File: src/hw/rtl/swmm_pkg.sv
// types, codes and reset constants for the sliding window min/max block
// no dependencies; imported by swmm_cell, sliding_window_min_max and tb_top

package swmm_pkg;

  localparam int READING_W = 16;
  localparam int VAL_W     = 15;
  localparam int WS_W      = 7;
  localparam int CNT_W     = 16;
  localparam int STAT_W    = 2;
  localparam int CFG_IDX_W = 1;
  localparam int CFG_DAT_W = 15;

  localparam logic [WS_W-1:0]      WS_RESET = 7'd8;
  localparam logic [VAL_W-1:0]     VU_RESET = 15'd19200;
  localparam logic [CNT_W-1:0]     CNT_MAX  = 16'hFFFF;

  localparam logic [CFG_IDX_W-1:0] CFG_WINDOW_SIZE = 1'd0;
  localparam logic [CFG_IDX_W-1:0] CFG_VALID_UPPER = 1'd1;

  localparam logic [STAT_W-1:0] STAT_STATS   = 2'd0;
  localparam logic [STAT_W-1:0] STAT_IGNORED = 2'd1;
  localparam logic [STAT_W-1:0] STAT_END     = 2'd2;

  typedef enum logic [1:0] {
    ST_IDLE,
    ST_SWEEP,
    ST_HOLD
  } swmm_state_t;

  typedef struct packed {
    logic             vld;
    logic [VAL_W-1:0] val;
  } cell_t;

  typedef struct packed {
    logic             act;
    logic [VAL_W-1:0] lo;
    logic [VAL_W-1:0] hi;
  } tok_t;

endpackage

File: src/hw/rtl/swmm_cell.sv
// one window slot: holds a reading and its valid mark, shifts to the next slot,
// and folds its reading into the min/max token passing through; uses swmm_pkg

module swmm_cell
  import swmm_pkg::*;
(
  input  logic  clk,
  input  logic  rst_n,
  input  logic  shift,
  input  logic  clear,
  input  logic  in_win,
  input  cell_t d_in,
  output cell_t d_out,
  input  tok_t  tok_in,
  output tok_t  tok_out
);

  logic             vld_r;
  logic [VAL_W-1:0] val_r;
  logic             act_r;
  logic [VAL_W-1:0] lo_r;
  logic [VAL_W-1:0] hi_r;
  logic             use_cell;
  logic [VAL_W-1:0] lo_nxt;
  logic [VAL_W-1:0] hi_nxt;

  assign use_cell = tok_in.act && vld_r && in_win;

  always_comb begin
    lo_nxt = tok_in.lo;
    hi_nxt = tok_in.hi;
    if (use_cell && (val_r < tok_in.lo)) begin
      lo_nxt = val_r;
    end
    if (use_cell && (val_r > tok_in.hi)) begin
      hi_nxt = val_r;
    end
  end

  always_ff @(posedge clk) begin
    if (!rst_n) begin
      vld_r <= 1'b0;
      act_r <= 1'b0;
    end else begin
      act_r <= tok_in.act;
      if (clear) begin
        vld_r <= 1'b0;
      end else if (shift) begin
        vld_r <= d_in.vld;
      end
    end
  end

  always_ff @(posedge clk) begin
    if (shift) begin
      val_r <= d_in.val;
    end
    lo_r <= lo_nxt;
    hi_r <= hi_nxt;
  end

  assign d_out   = '{vld: vld_r, val: val_r};
  assign tok_out = '{act: act_r, lo: lo_r, hi: hi_r};

endmodule

File: config.mk
export PLATFORM = sky130hd
export DESIGN_NAME = swmm_cell
export DESIGN_NICKNAME = d
export VERILOG_FILES = /design/src/hw/rtl/swmm_pkg.sv /design/src/hw/rtl/swmm_cell.sv
export SDC_FILE = /design/constraint.sdc
export NUM_CORES = 1
export LEC_CHECK = 0
export ABC_AREA = 1
export ABC_CLOCK_PERIOD_IN_PS = 4500
export BUFFER_PORTS_ARGS = -buffer_cell sky130_fd_sc_hd__buf_2
export CORE_UTILIZATION = 40
export CTS_BUF_LIST = sky130_fd_sc_hd__clkbuf_4 sky130_fd_sc_hd__clkbuf_8 sky130_fd_sc_hd__clkbuf_16
export CTS_CLUSTER_DIAMETER = 40
export DETAILED_ROUTE_END_ITERATION = 10
export GPL_ROUTABILITY_DRIVEN = 1
export PLACE_DENSITY_LB_ADDON = 0.2
export SYNTH_ARGS = -nofsm -noshare
export SYNTH_HDL_FRONTEND = slang
export SYNTH_SLANG_ARGS = --single-unit
File: constraint.sdc
create_clock -name clk -period 4.5 [get_ports clk]
set_input_delay 0.45 -clock clk [delete_from_list [all_inputs] [get_ports clk]]
set_output_delay 0.45 -clock clk [all_outputs]
set_load 0.05 [all_outputs]
==> results.ini <==
[synth]
seq_area_frac_synth_pct=44.8
synth_area_sq_um=2440
synthCells=286
ys_warn_count=0
synth_cell_types=26
synth_nets=367
synth-seq-cells=47
syn_avg_cell_area_sq_um=8.52

[drt]
firstDrtPassIters=4
wl_met3_um=415
drt_iter0_drc=43
avgViaCountPerCell=4.56
ant_nets=0
wl_per_cell_um=12.1
drt-met1-wl_um=2510
num_vias=2094
routed_wl_um=5550
highest_layer=met4
drc=0
wl_met2_um=2570

[power]
p_leak_nw=1.72
combPwrFrac_pct=25.2
peakVddDrop_v=0.000161
netSwitchingPower_mw=0.341
seqPwrFrac_pct=48.1
power_density_nw_per_um2=332
power.share.switching_pct=33.6
clkPwrFrac_pct=26.7
p_int_mw=0.673

[timing]
slew_headroom_pct=48.8
fin_skew_ns=0.00680
setup_violations=0
tightest_slew_ns=0.768
period_share_pct=51.2
min_period_ns=2.30
slew_violations=0
setup-tns-final_ns=0
fmax_mhz=434
finalHoldViolCount=0
rsz0062_at_grt=no

[clocking]
clk_pin_slew_worst_paths_ns=0.09
hold_buffers=0
cts_setup_buffers=0
cts_root_buf=clkbuf_8
cts-buffers-inserted=5
clock_path_buffers=2
cts_tree=done
htree_levels=2
clock-sinks=47
clk_latency_ns=0.30
post_cts_resized=0

[setup_path]
rrSetupSlack_ns=2.20
critical_path_class=register to register
worst-path-max-fanout=16
start_kind=register
worstPathRequired_ns=4.70
arrival_ns=2.50
end_kind=register

[worst_hold_path]
hold_path_class=input port to register

[global_routing]
gr-total-overflow=0
grt_pass1_wl_um=9010
grt_max_degree=17
grt_pass1_vias=2048
grt_usage_pct=18.4
grt_antenna_before_repair=0

[die]
num_rows=28
die_x_um=80.1
start_util_pct=41.4
dieArea_sq_um=6410
core-area_sq_um=5890
pin_count=99
chipHeight_um=80.1

[finish]
fin_nets=464
postLayoutCoreUtil_pct=51.8
n_antenna_cell=0
final_area_sq_um=3050
syn_to_final_growth_pct=25.2
drive_gt1_share_pct=33.3
finalNonFillerCells=459
final_cell_mix=98 x buf_2, 85 x nand2_1, 38 x inv_1
final_common_cell=buf_2

[place]
place_inst=451
placed_cell_area_sq_um=2960
gp_congestion=0.741
dp_hpwl_um=4220
portBuffers=98

[status]
status=finished, final reports clean

[job]
drv_cap=0

## worst paths after layout
check / start / depth (start not counted) / end
worst max-delay path: val_r[6] / 9 / hi_r[0]
worst min-delay path: clear / 2 / vld_r
worst max register to register: val_r[6] / 9 / hi_r[0]
worst min register to register: vld_r / 2 / vld_r
## metal layers
layer | track usage, % | up-vias
met1 | 22.8 | 909
li1 | - | 1105
met3 | 3.75 | 4
met5 | 0 | -
met4 | 5.18 | 0
met2 | 32.3 | 76
## flip-flops by register name (all words and copies together), names as in the netlist
register	count
hi_r	15
lo_r	15
val_r	15
act_r	1
vld_r	1
## power groups by stage
stage          clock, mW  combinational (mW)  sequential [mW]
2_1_floorplan          0              0.0907            0.587
3_5_place_dp           0               0.257            0.498
3_3_place_gp           0               0.253            0.497
4_1_cts            0.282               0.258            0.488
5_1_grt            0.293               0.282            0.491
6_report           0.271               0.256            0.487
## worst max-delay path, stage by stage (launching register included)
cell,delay [ns]
edfxtp_1,0.49
ha_1,0.35
nand2_1,0.10
nor2_2,0.05
nand3b_1,0.09
nor2_1,0.06
nor2_2,0.58
nand2_4,0.30
nand2_1,0.12
nand2_1,0.06
## metrics by stage
step	hold WS, ns	power [mW]	worst slack, ns
detailed placement	0.539	0.755	2.19
global placement	0.542	0.750	2.24
CTS	0.296	1.03	2.24
floorplan	0.524	0.677	2.54
global route	0.297	1.07	2.07
finish	0.307	1.01	2.20
## layout make-up
class	instances	area [sq um]
fill	604	2840
multi-input combinational	191	1130
sequential	47	1090
timing repair buffer	98	490
inverter	40	150
tap	75	93.8
clock buffer	7	90.1
clock inverter	1	5.00
## cells by family (layout without fill, tap and decap cells)
family,after synthesis,count (layout),synth area share [%]
AOI/OAI and AO/OA,14,14,3.80
adders and majority gates,29,29,14.9
buffers and inverters,48,146,8.88
DFF,47,47,44.8
muxes,1,1,0.411
and+or+nand+nor,147,147,27.3
## synth_stat cells, drive strengths merged
master,count,share of area (%)
nand2,100,17
inv,39,6.0
nand3,33,7.0
dfxtp,32,26
ha,29,15
edfxtp,15,18
a21oi,10,2.5
nor2,10,1.8
buf,8,2.7
a21o,2,0.62
clkinv,1,0.15
mux2i,1,0.41
nand3b,1,0.31
nand4,1,0.26
nor3,1,0.21
nor3b,1,0.31
o21ai,1,0.36
o21bai,1,0.31
Power figures use the tool's default switching activity.
